==> config.mk <==
export PLATFORM = sky130hd
export DESIGN_NAME = rolling_code_v2_packet_decoder
export DESIGN_NICKNAME = d
export VERILOG_FILES = /design/src/design/rcpd_pkg.sv /design/src/design/rolling_code_v2_packet_decoder.sv /design/src/design/rcpd_half.sv
export SDC_FILE = /design/constraint.sdc
export NUM_CORES = 1
export LEC_CHECK = 0
export BUFFER_PORTS_ARGS = -buffer_cell sky130_fd_sc_hd__buf_2
export CORE_ASPECT_RATIO = 1.75
export CORE_MARGIN = 1
export CORE_UTILIZATION = 47
export CTS_BUF_LIST = sky130_fd_sc_hd__clkbuf_16
export DETAILED_ROUTE_END_ITERATION = 10
export HOLD_SLACK_MARGIN = 0.05
export PLACE_DENSITY = 0.74
export SETUP_SLACK_MARGIN = 0.2
export SLEW_MARGIN = 20
export SYNTH_ARGS = -nofsm -noshare
export SYNTH_HDL_FRONTEND = slang
export SYNTH_SLANG_ARGS = --single-unit
==> constraint.sdc <==
create_clock -name clk -period 16.95 [get_ports clk]
set_input_delay 2.5425 -clock clk [delete_from_list [all_inputs] [get_ports clk]]
set_output_delay 2.5425 -clock clk [all_outputs]
set_load 0.01 [all_outputs]
==> src/design/rcpd_pkg.sv <==
`timescale 1ns / 1ps

package rcpd_pkg;

  localparam int PartW   = 18;
  localparam int FixHalfW = 20;
  localparam int DatHalfW = 16;
  localparam int DigitW  = 15;
  localparam int RevW    = 30;
  localparam int RollW   = 28;
  localparam int FixW    = 40;
  localparam int DatW    = 32;

  localparam logic [15:0] NibbleValidMask = 16'h0777;
  localparam logic [RevW-1:0] RollingLimit = 30'h1000_0000;
  localparam logic [DigitW-1:0] Pow3Nine = 15'd19683;

  // Decoded view of one half.
  typedef struct packed {
    logic                ok;
    logic [PartW-1:0]    roll;
    logic [FixHalfW-1:0] fix;
    logic [DatHalfW-1:0] dat;
  } half_t;

  // Part order: three 2-bit destination slots, first part in the top bits.
  function automatic logic [5:0] order_of(input logic [3:0] nib);
    logic [5:0] o;
    unique case (nib)
      4'd0:    o = 6'd9;
      4'd1:    o = 6'd33;
      4'd2:    o = 6'd6;
      4'd4:    o = 6'd24;
      4'd5:    o = 6'd18;
      4'd6:    o = 6'd36;
      4'd8:    o = 6'd24;
      4'd9:    o = 6'd36;
      4'd10:   o = 6'd6;
      default: o = 6'd0;
    endcase
    return o;
  endfunction

  // Part inversion: bit 2 inverts the first part, bit 0 the last.
  function automatic logic [2:0] invert_of(input logic [3:0] nib);
    logic [2:0] v;
    unique case (nib)
      4'd0:    v = 3'd6;
      4'd1:    v = 3'd2;
      4'd2:    v = 3'd1;
      4'd4:    v = 3'd7;
      4'd5:    v = 3'd5;
      4'd6:    v = 3'd3;
      4'd8:    v = 3'd4;
      4'd9:    v = 3'd0;
      4'd10:   v = 3'd5;
      default: v = 3'd0;
    endcase
    return v;
  endfunction

endpackage

==> src/design/rolling_code_v2_packet_decoder.sv <==
`timescale 1ns / 1ps

// Channel  Direction  tdata (low bit up)                                 tuser
// in_      slave      first_half[63:0], second_half[127:64]              pkt_kind
// out_     master     rolling[27:0], fixed_code[67:28], payload[99:68]   error
//
// One packet enters per cycle while in_tready is high; its result passes through the
// stage registers listed below, so up to four items are held in flight.
// Stages: half unscramble and checks, ternary partial sums and parity,
// combine multiply-add, then range check, bit reversal and output masking.
// Each stage holds its item until the next stage has room, so a stall on the
// output side fills bubbles first and then holds in_tready low; nothing is lost.
// Reset clears only the stage valid bits.
module rolling_code_v2_packet_decoder (
  input  logic         clk,
  input  logic         rst_n,
  input  logic         in_tvalid,
  output logic         in_tready,
  input  logic [127:0] in_tdata,   // first_half, second_half
  input  logic         in_tuser,   // pkt_kind
  output logic         out_tvalid,
  input  logic         out_tready,
  output logic [103:0] out_tdata,  // rolling, fixed_code, payload, zero fill
  output logic         out_tuser   // error
);

  localparam int DW   = rcpd_pkg::DigitW;
  localparam int RevW = rcpd_pkg::RevW;

  function automatic logic [DW-1:0] horner9(input logic [17:0] digits);
    logic [DW-1:0] acc;
    acc = '0;
    for (int k = 8; k >= 0; k--) begin
      acc = (acc << 1) + acc + {{(DW-2){1'b0}}, digits[2*k +: 2]};
    end
    return acc;
  endfunction

  // Stage handshake
  logic rdy1, rdy2, rdy3, rdy4;
  logic v1_r, v2_r, v3_r, v4_r;

  // Stage 1
  rcpd_pkg::half_t h1_nxt, h2_nxt;
  rcpd_pkg::half_t h1_r, h2_r;
  logic            ft1_r;

  // Stage 2
  logic [17:0]                 dig_hi, dig_lo;
  logic [3:0]                  par;
  logic [rcpd_pkg::DatW-1:0]   dat_nxt;
  logic                        ok2_nxt;
  logic                        ok2_r;
  logic [DW-1:0]               hi_r, lo_r;
  logic [rcpd_pkg::FixW-1:0]   fix2_r, fix3_r;
  logic [rcpd_pkg::DatW-1:0]   dat2_r, dat3_r;

  // Stage 3
  logic [rcpd_pkg::RevW-1:0]   rev_nxt;
  logic [rcpd_pkg::RevW-1:0]   rev_r;
  logic                        ok3_r;

  // Stage 4
  logic                        ok4;
  logic [rcpd_pkg::RollW-1:0]  roll_rev;
  logic [rcpd_pkg::RollW-1:0]  roll_r;
  logic [rcpd_pkg::FixW-1:0]   fix4_r;
  logic [rcpd_pkg::DatW-1:0]   dat4_r;
  logic                        err_r;

  assign rdy4      = !v4_r || out_tready;
  assign rdy3      = !v3_r || rdy4;
  assign rdy2      = !v2_r || rdy3;
  assign rdy1      = !v1_r || rdy2;
  assign in_tready = rdy1;

  always_ff @(posedge clk) begin
    if (!rst_n) begin
      v1_r <= 1'b0;
      v2_r <= 1'b0;
      v3_r <= 1'b0;
      v4_r <= 1'b0;
    end else begin
      if (rdy1) v1_r <= in_tvalid;
      if (rdy2) v2_r <= v1_r;
      if (rdy3) v3_r <= v2_r;
      if (rdy4) v4_r <= v3_r;
    end
  end

  // Stage 1: both halves in parallel.
  rcpd_half u_half_a (
    .ftype     (in_tuser),
    .half_word (in_tdata[63:0]),
    .res       (h1_nxt)
  );

  rcpd_half u_half_b (
    .ftype     (in_tuser),
    .half_word (in_tdata[127:64]),
    .res       (h2_nxt)
  );

  always_ff @(posedge clk) begin
    if (rdy1 && in_tvalid) begin
      h1_r  <= h1_nxt;
      h2_r  <= h2_nxt;
      ft1_r <= in_tuser;
    end
  end

  // Stage 2: the 18 ternary digits split into two Horner runs of nine.
  assign dig_hi = {h2_r.roll[9:8], h1_r.roll[9:8], h2_r.roll[17:10], h1_r.roll[17:12]};
  assign dig_lo = {h1_r.roll[11:10], h2_r.roll[7:0], h1_r.roll[7:0]};

  assign dat_nxt = ft1_r ? {h1_r.dat, h2_r.dat} : '0;

  // Fixed-code bits 35:32 come from bits 15:12 of the first half's fixed field.
  always_comb begin
    par = h1_r.fix[15:12];
    for (int n = 0; n < 8; n++) begin
      par = par ^ dat_nxt[4*n +: 4];
    end
  end

  assign ok2_nxt = h1_r.ok && h2_r.ok && (!ft1_r || par == 4'h0);

  always_ff @(posedge clk) begin
    if (rdy2 && v1_r) begin
      hi_r   <= horner9(dig_hi);
      lo_r   <= horner9(dig_lo);
      ok2_r  <= ok2_nxt;
      fix2_r <= {h1_r.fix, h2_r.fix};
      dat2_r <= dat_nxt;
    end
  end

  // Stage 3: combine the two partial sums.
  assign rev_nxt = RevW'(hi_r) * RevW'(rcpd_pkg::Pow3Nine) + RevW'(lo_r);

  always_ff @(posedge clk) begin
    if (rdy3 && v2_r) begin
      rev_r  <= rev_nxt;
      ok3_r  <= ok2_r;
      fix3_r <= fix2_r;
      dat3_r <= dat2_r;
    end
  end

  // Stage 4: range check, bit reversal and zeroing on error.
  assign ok4 = ok3_r && (rev_r < rcpd_pkg::RollingLimit);

  always_comb begin
    for (int b = 0; b < rcpd_pkg::RollW; b++) begin
      roll_rev[b] = rev_r[rcpd_pkg::RollW-1-b];
    end
  end

  always_ff @(posedge clk) begin
    if (rdy4 && v3_r) begin
      roll_r <= ok4 ? roll_rev : '0;
      fix4_r <= ok4 ? fix3_r : '0;
      dat4_r <= ok4 ? dat3_r : '0;
      err_r  <= !ok4;
    end
  end

  assign out_tvalid = v4_r;
  assign out_tdata  = {4'h0, dat4_r, fix4_r, roll_r};
  assign out_tuser  = err_r;

endmodule

==> src/design/rcpd_half.sv <==
`timescale 1ns / 1ps

module rcpd_half (
  input  logic                 ftype,
  input  logic [63:0]          half_word,
  output rcpd_pkg::half_t      res
);

  logic [7:0]               ind;
  logic [5:0]               ord;
  logic [2:0]               inv;
  logic [rcpd_pkg::PartW-1:0] pp [3];
  logic [rcpd_pkg::PartW-1:0] parts [4];
  logic                     type_ok;
  logic                     nib_ok;
  logic                     echo_ok;
  logic                     digit_ok;

  assign ind     = half_word[61:54];
  assign ord     = rcpd_pkg::order_of(ind[7:4]);
  assign inv     = rcpd_pkg::invert_of(ind[3:0]);
  assign type_ok = (half_word[63:62] == {1'b0, ftype});
  assign nib_ok  = rcpd_pkg::NibbleValidMask[ind[7:4]] & rcpd_pkg::NibbleValidMask[ind[3:0]];

  // Triplets are interleaved from bit 53 downward; short frames stop at part bit 8.
  always_comb begin
    for (int i = 0; i < rcpd_pkg::PartW; i++) begin
      for (int j = 0; j < 3; j++) begin
        pp[j][i] = (ftype || i >= 8) ? half_word[2 + 3*i - j] : 1'b0;
      end
    end
  end

  always_comb begin
    for (int p = 0; p < 4; p++) begin
      parts[p] = '0;
    end
    parts[ord[5:4]] = inv[2] ? ~pp[0] : pp[0];
    parts[ord[3:2]] = inv[1] ? ~pp[1] : pp[1];
    parts[ord[1:0]] = inv[0] ? ~pp[2] : pp[2];
  end

  assign echo_ok = !ftype || (parts[2][7:0] == ind);

  always_comb begin
    digit_ok = 1'b1;
    for (int d = 8; d < rcpd_pkg::PartW; d += 2) begin
      if (parts[2][d +: 2] == 2'b11) begin
        digit_ok = 1'b0;
      end
    end
  end

  assign res.ok   = type_ok & nib_ok & echo_ok & digit_ok;
  assign res.roll = {parts[2][17:8], ind};
  assign res.fix  = {parts[0][17:8], parts[1][17:8]};
  assign res.dat  = {parts[0][7:0], parts[1][7:0]};

endmodule

==> flow_summary.yaml, run 1 <==
cts:
  path_clk_slew_ps: 80
  cts_resized: 0
  clk_latency_ps: 570
  cts_root_buffer: "clkbuf_16"
  cts_setup_buffers: 0
  numCtsBuffers: 41
  cts_tree: "yes"
  cts_htree_levels: 2
  clockBufferDepth: 3
  hold_buffers: 0
  cts.sinks: 422
worst_setup_path:
  path_buf_inv: 6
  cpPeakStageDelay_ps: 580
  cp-end-kind: "register"
  cp_max_fo: 5
  reg2reg_from: "dig_hi[16]$_DFFE_PP_"
  worst_path_most_repeated_cell: "ha_1"
  crit_family: "adder cells"
  r2r_slack_ps: 5720
  required_ps: 17270
  slowest_stage: "or4_1"
  reg2reg_depth: 47
  cp.arrival_ps: 11550
  reg2reg_to: "hi_r[14]$_DFFE_PP_"
  start_kind: "register"
  critical_path_class: "register to register"
timing:
  rsz0062_at_grt: "no"
  worst_pin_slew_ps: 1038
  hold_viol_final: 0
  fmax_mhz: 89.04
  fin_worst_skew_ps: 24.43
  drv_slew: 0
  fin_crit_sh_pct: 66.26
  setup_viol: 0
  layout_setup_ws_ps: 5720
  slew_headroom_pct: 30.78
  final.min_clock_period_ps: 11230
  fin_tns_setup_ps: 0
global_route:
  antenna_found_initial: 0
  grt_pass1_wl_mm: 106.1
  grt-ovfl-total: 0
  grt_usage_pct: 21.43
  grt_pass1_vias: 20240
  grt_max_degree: 102
logic_synthesis:
  synth_cell_types: 81
  synth_area_per_cell_um2: 11.76
  synthFlopType: "edfxtp_1"
  ys_seq_elements: 422
  yosys_warnings: 0
  synth_edf_count: 418
  synth_area_mm2: 0.02938
  synthTopCellsByArea: "edfxtp_1 43%, ha_1 16%, fa_1 7.6%"
  seq_area_frac_synth_pct: 42.99
  synth_cells: 2499
  async_reset_ff_share_pct: 0
  yosys.area.top_type: "edfxtp_1"
  synth_top_area_share_pct: 42.72
finish:
  syn_to_final_growth_pct: 11.74
  num-fill-cells: 5294
  fin_nets: 3342
  antenna_cells: 0
  drive_gt1_share_pct: 13.59
route:
  drt_first_pass_iters: 6
  route.detailed.drc: 0
  ant_nets: 0
  route.detailed.wl_per_inst_um: 19.17
  wl_mm: 67.95
  via_per_inst: 5.558
  via_count: 19700
  drt_iter0_drc: 1069
die:
  ios: 240
  initial_core_util_pct: 47.73
  dieWidth_um: 191.0
  die_area_mm2: 0.06356
  rows: 120
  core_mm2: 0.06156
  die_height_um: 332.8
worst_hold_path:
  hp-class: "register to register"
  hold_path_depth: 0
  hp-start: "fix2_r[19]$_DFFE_PP_"
  hold_end: "fix3_r[19]$_DFFE_PP_"
status:
  status: "complete, no violations"
placement:
  io_buffers: 235
  place_congestion: 0.9462
  dp_hpwl_mm: 54.26
  pre_cts_ws_ps: 5753
run:
  max_cap_viol_count: 0
-- worst max path at each step --
stage	cells past startpoint	slack, ps	end	startpoint
after global routing	48	5100	hi_r[14]$_DFFE_PP_	dig_hi[16]$_DFFE_PP_
final	47	5720	hi_r[14]$_DFFE_PP_	dig_hi[16]$_DFFE_PP_
after floorplan	3	5940	dat2_r[0]$_DFFE_PP_	out_tready
after CTS	47	5670	hi_r[14]$_DFFE_PP_	dig_hi[16]$_DFFE_PP_
after global placement	43	6050	hi_r[14]$_DFFE_PP_	dig_hi[17]$_DFFE_PP_
after detailed placement	43	5750	hi_r[14]$_DFFE_PP_	dig_hi[17]$_DFFE_PP_
-- routing by layer --
layer	track usage (%)	vias up	wire length [µm]
met5	0	-	0
met1	25.72	9542	26990
met4	8.528	0	2554
met3	2.416	110	3556
met2	38.50	651	34850
li1	-	9399	-
-- sequential cells by signal, indices dropped and copies added (netlist names), 18 cells and up --
register / flops
dig_lo: 18
h2_r: 37
fix2_r: 40
fix3_r: 40
h1_r: 37
dat4_r: 32
dat3_r: 32
dig_hi: 18
rev_r: 30
dat2_r: 32
roll_r: 28
fix4_r: 40
-- placed cells by master (no fill, tap or decap), drive strengths merged, types with 17 or more instances in the layout --
cell type	instances
edfxtp	418
a21oi	162
nor3	25
a221oi	72
nand2	91
xnor2	196
and3	108
nor2	74
inv	289
o21a	24
o21ai	73
xor2	99
buf	257
o21bai	22
clkinv	17
a21o	46
nor2b	32
clkbuf	42
a22oi	41
fa	111
and2	39
ha	379
-- cell usage after synthesis (68+ instances only) --
| cell | n |
|---|---|
| a21oi_1 | 156 |
| a221oi_1 | 71 |
| and3_1 | 108 |
| edfxtp_1 | 418 |
| fa_1 | 111 |
| ha_1 | 379 |
| inv_1 | 279 |
| nand2_1 | 91 |
| nor2_1 | 74 |
| o21ai_0 | 68 |
| xnor2_1 | 193 |
| xor2_1 | 98 |
-- kinds of logic after synthesis --
family / after synthesis / share of synthesized area [%]
other: 1 / 0.01276
adders and majority gates: 490 / 23.70
AOI/OAI and AO/OA: 503 / 11.76
xor gates and xnor gates: 295 / 8.972
buffers and inverters: 362 / 4.837
and+or+nand+nor: 424 / 7.661
muxes: 2 / 0.06813
DFF: 422 / 42.99
-- metrics by stage --
step | cells | utilization (%) | hold slack (ps) | instance area, µm²
4_1_cts | 3544 | 53.30 | 419.2 | 32810
2_1_floorplan | 2502 | - | 400.3 | 29390
6_report | 3545 | 53.34 | 417.0 | 32830
3_5_place_dp | 3468 | 51.06 | 404.5 | 31430
5_1_grt | 3545 | 53.34 | 422.5 | 32830
3_3_place_gp | 3467 | 51.03 | 402.8 | 31410
-- layout make-up --
class	instances	area (µm²)	share of cell area (%)
repair buffers	257	1353	4.119
flip-flops and latches	422	12630	38.47
clock buffers	42	1051	3.201
well taps	793	992.2	3.022
multi-input cells	1718	15430	46.98
inverters	279	1047	3.190
clock inverters	34	332.8	1.014
Power of run 1 is left out: the tool's default activity adds up to more than one toggle a clock period on the data nets, which glitch-free logic cannot reach.
==> inputs of run 2 (changes only) <==
- PLACE_DENSITY: 0.74 -> 0.77
- clock period: 16.95 -> 9.87 ns (I/O delays scaled with it)
==> run 2 against run 1 <==
Against the previous run: the run now ends with negative setup slack left; design area grew 10%; count of clock-buffer cells in the layout down 3; via count increased by 5.6%; critical path type unchanged; critical endpoint unchanged; highest routed layer unchanged.
==> flow_summary.yaml, run 2 (synthesis gave the netlist of run 1 again) <==
timing:
  worst_pin_slew_ps: 1177
  drv_slew: 0
  slew_headroom_pct: 20.68
  layout_setup_ws_ps: -308.0
  hold_viol_final: 0
  rsz0062_at_grt: "yes"
  timing.hold.ws_ps: 397.8
  fin_worst_skew_ps: 28.07
  fin_crit_sh_pct: 103.1
  fin_tns_setup_ps: -1105
  fmax_mhz: 98.25
  final.min_clock_period_ps: 10180
  setup_viol: 6
cts:
  path_clk_slew_ps: 70
  hold_buffers: 0
  cts_htree_levels: 2
  clk_latency_ps: 600
  numCtsBuffers: 39
  cts_root_buffer: "clkbuf_16"
  clockBufferDepth: 3
  cts.sinks: 422
  cts_tree: "yes"
worst_hold_path:
  hp-start: "h1_r[33]$_DFFE_PP_"
  hp-class: "register to register"
finish:
  drive_gt1_share_pct: 26.57
  mostFrequentLayoutCells: "418 x edfxtp_1, 294 x ha_1, 266 x inv_1"
  seq_area_mm2: 0.01263
  fin_nets: 3516
  top_regs: "fix2_r (40), fix3_r (40), fix4_r (40)"
  multiInputGateArea_mm2: 0.01739
  syn_to_final_growth_pct: 22.92
  layout.cells.non_filler: 3717
  antenna_cells: 0
  num-fill-cells: 4813
  final_common_cell: "edfxtp_1"
route:
  ant_nets: 0
  via_count: 20800
  drt_iter0_drc: 1342
  via_per_inst: 5.595
  route.detailed.drc: 0
  drt_first_pass_iters: 6
  route.detailed.wl_per_inst_um: 20.10
  wl_mm: 74.70
worst_setup_path:
  cp-end-kind: "register"
  cp_max_fo: 4
  worst_path_most_repeated_cell: "ha_4"
  start_kind: "register"
  slowest_stage: "fa_2"
  critical_path_class: "register to register"
  required_ps: 10190
  critPathLaunch: "dig_hi[16]$_DFFE_PP_"
  cp.arrival_ps: 10500
  cpPeakStageDelay_ps: 570
  reg2reg_from: "dig_hi[16]$_DFFE_PP_"
die:
  ios: 240
  initial_core_util_pct: 47.73
  rows: 120
  dieWidth_um: 191.0
  core_mm2: 0.06156
  die_area_mm2: 0.06356
  die_height_um: 332.8
global_route:
  grt_max_degree: 80
  grt_usage_pct: 22.49
  grt_pass1_vias: 21290
  grt_pass1_wl_mm: 110.8
  antenna_found_initial: 3
  grt-ovfl-total: 0
placement:
  pre_cts_ws_ps: -383.0
  dp.cells: 3571
  place_congestion: 0.9985
  io_buffers: 235
  dp_hpwl_mm: 55.37
run:
  max_cap_viol_count: 0
status:
  status: "finished, violations left"
  violations: "negative setup slack"
[run 2: what timing repair did]
| item | CTS | global route |
|---|---|---|
| pin swaps | 123 | 111 |
| gates resized for setup | 101 | 128 |
| setup endpoints to repair | 9 | 13 |
| setup buffers | 45 | 28 |
[run 2: final timing paths]
path | endpoint | slack [ps] | cells after the start
hold / removal | fix2_r[37]$_DFFE_PP_ | 400 | 0
setup / recovery | hi_r[14]$_DFFE_PP_ | -310 | 43
hold reg to reg | fix2_r[37]$_DFFE_PP_ | 400 | 0
setup reg to reg | hi_r[14]$_DFFE_PP_ | -310 | 43
[run 2: area by class of cell]
class	instances	share of cell area, %
inverters	279	2.900
flip-flops and latches	422	34.98
repair buffers	433	7.538
multi-input cells	1718	48.15
clock inverters	33	0.9908
well taps	793	2.747
clock buffers	39	2.702
[run 2: per-layer routing]
metal | vias to the layer above | GRT usage, % | share of wire [%]
met3 | 190 | 2.131 | 4.8
li1 | 9761 | - | -
met4 | 0 | 10.45 | 4.9
met5 | - | 0 | 0
met1 | 10110 | 24.02 | 35
met2 | 738 | 43.32 | 55
[run 2: critical path, delay by kind of cell (launching register included)]
kind | cells | cell delay (ps)
and+or+nand+nor | 4 | 1200
buffers and inverters | 9 | 880
adders and majority gates | 17 | 5210
AOI/OAI and AO/OA | 8 | 1460
DFF | 1 | 410
xor gates and xnor gates | 5 | 740
[run 2: through the flow]
step	util, %	cell area (µm²)
final	58.67	36120
after global routing	58.67	36120
after CTS	56.91	35040
after detailed placement	53.12	32700
after global placement	53.12	32700
after floorplan	-	29900
Power of run 2 is left out for the same reason.
==> inputs of run 3 (changes only) <==
==> constraint.sdc (replaced) <==
create_clock -name clk -period 9.87 [get_ports clk]
set_input_delay 0.987 -clock clk [delete_from_list [all_inputs] [get_ports clk]]
set_output_delay 0.987 -clock clk [all_outputs]
set_load 0.01 [all_outputs]
==> run 3 against run 2 <==
Against the previous run: the flow still finishes with violations (negative setup slack); sequential cell count stayed put; worst hold slack better by 17 ps; setup slack worse by 75 ps; final cell count is 0.67% lower; register-to-register slack worse by 70 ps; clock skew is 7.4 ps lower; global-route usage is 0.065 points higher; via count is 0.64% lower; core utilization is 0.44 points lower; sequential share of layout area is 0.26 points higher; die area stayed put; largest cell class unchanged.
==> flow_summary.yaml, run 3 (synthesis gave the netlist of run 1 again) <==
status:
  status: "finished, violations left"
  violations: "negative setup slack"
placement:
  dp.cells: 3553
  place_congestion: 1.032
  io_buffers: 235
  dp_hpwl_mm: 55.40
worst_setup_path:
  cp.arrival_ps: 10570
  cp_max_fo: 4
  path_buf_inv: 8
  cpPeakStageDelay_ps: 580
  cp-end-kind: "register"
  start_kind: "register"
  required_ps: 10190
  worst_path_most_repeated_cell: "ha_4"
  critical_path_class: "register to register"
  slowest_stage: "fa_1"
  crit_family: "adder cells"
route:
  via_per_inst: 5.596
  drt_first_pass_iters: 5
  route.detailed.drc: 0
  route.detailed.wl_per_inst_um: 20.34
  ant_nets: 0
  via_count: 20660
  wl_mm: 75.08
  drt_iter0_drc: 1136
global_route:
  grt_usage_pct: 22.55
  grt_pass1_vias: 21480
  grt-ovfl-total: 0
  antenna_found_initial: 0
  grt_pass1_wl_mm: 111.1
  grt_max_degree: 102
finish:
  antenna_cells: 0
  fin_nets: 3493
  post-route-util_pct: 58.23
  layout.cells.non_filler: 3692
  drive_gt1_share_pct: 25.94
  syn_to_final_growth_pct: 22.00
  mostFrequentLayoutCells: "418 x edfxtp_1, 290 x ha_1, 268 x inv_1"
  top_regs: "fix2_r (40), fix3_r (40), fix4_r (40)"
  final_common_cell: "edfxtp_1"
timing:
  fin_worst_skew_ps: 20.68
  slew_headroom_pct: 27.38
  fmax_mhz: 97.53
  layout_setup_ws_ps: -382.8
  rsz0062_at_grt: "yes"
  final.min_clock_period_ps: 10250
  hold_viol_final: 0
  timing.hold.ws_ps: 414.9
  fin_crit_sh_pct: 103.9
  worst_pin_slew_ps: 1078
  drv_slew: 0
  setup_viol: 7
die:
  core_mm2: 0.06156
  ios: 240
  dieWidth_um: 191.0
  initial_core_util_pct: 47.73
  die_height_um: 332.8
  rows: 120
  die_area_mm2: 0.06356
cts:
  path_clk_slew_ps: 70
  clk_latency_ps: 590
  cts_htree_levels: 2
  cts_root_buffer: "clkbuf_16"
  numCtsBuffers: 39
  cts.sinks: 422
  clockBufferDepth: 3
  hold_buffers: 0
  cts_tree: "yes"
run:
  max_cap_viol_count: 0
worst_hold_path:
  hp-class: "register to register"
## run 3: cell types whose count changed in the layout (fill, tap and decap cells not counted), moves of 3 or more
| cell | previous run | this run |
|---|---|---|
| buf_4 | 183 | 171 |
| buf_6 | 14 | 4 |
| ha_1 | 294 | 290 |
| xnor2_2 | 29 | 25 |
| xor2_2 | 10 | 14 |
| ha_2 | 5 | 8 |
## run 3: final cells by class
type | instances | area (µm²)
Clock buffer | 39 | 975.9
Clock inverter | 31 | 281.5
Fill cell | 4894 | 25710
Inverter | 279 | 1047
Multi-Input combinational cell | 1718 | 17410
Sequential cell | 422 | 12630
Tap cell | 793 | 992.2
Timing Repair Buffer | 410 | 2505
## run 3: worst register-to-register path: cells and delay by family, from the launching register on
| kind | cells | cell delay (ps) |
|---|---|---|
| buf+inv | 8 | 600 |
| compound gates | 11 | 1900 |
| xor+xnor | 6 | 1160 |
| flops | 1 | 400 |
| simple gates | 5 | 830 |
| fa+ha+maj | 17 | 5090 |
## run 3: final timing paths
kind / startpoint / end / slack (ps) / depth (start not counted)
max: dig_lo[16]$_DFFE_PP_ / lo_r[14]$_DFFE_PP_ / -380 / 47
min: h2_r[20]$_DFFE_PP_ / fix2_r[4]$_DFFE_PP_ / 410 / 0
max reg2reg: dig_lo[16]$_DFFE_PP_ / lo_r[14]$_DFFE_PP_ / -380 / 47
min reg2reg: h2_r[20]$_DFFE_PP_ / fix2_r[4]$_DFFE_PP_ / 410 / 0
## run 3: layer usage
| layer | wire length [µm] | track usage [%] | share of wire (%) |
|---|---|---|---|
| met1 | 25940 | 23.52 | 35 |
| met2 | 40550 | 42.40 | 54 |
| met3 | 4131 | 3.218 | 5.5 |
| met4 | 4456 | 12.43 | 5.9 |
| met5 | 0 | 0 | 0 |
## run 3: repair_timing
| item | 4_1_cts | 5_1_grt |
|---|---|---|
| pin swaps | 116 | 121 |
| setup endpoints to repair | 9 | 12 |
| setup buffers | 43 | 26 |
| gates cloned | 0 | 0 |
| gates resized for setup | 98 | 132 |
## run 3: stage by stage
step	setup slack (ps)	area, µm²	setup TNS, ps
3_3_place_gp	-86.09	32540	-180.4
5_1_grt	-693.4	35850	-4118
3_5_place_dp	-404.4	32540	-1760
6_report	-382.8	35850	-1486
2_1_floorplan	140.4	29880	0
4_1_cts	-123.7	34690	-261.6
Power of run 3 is left out for the same reason.
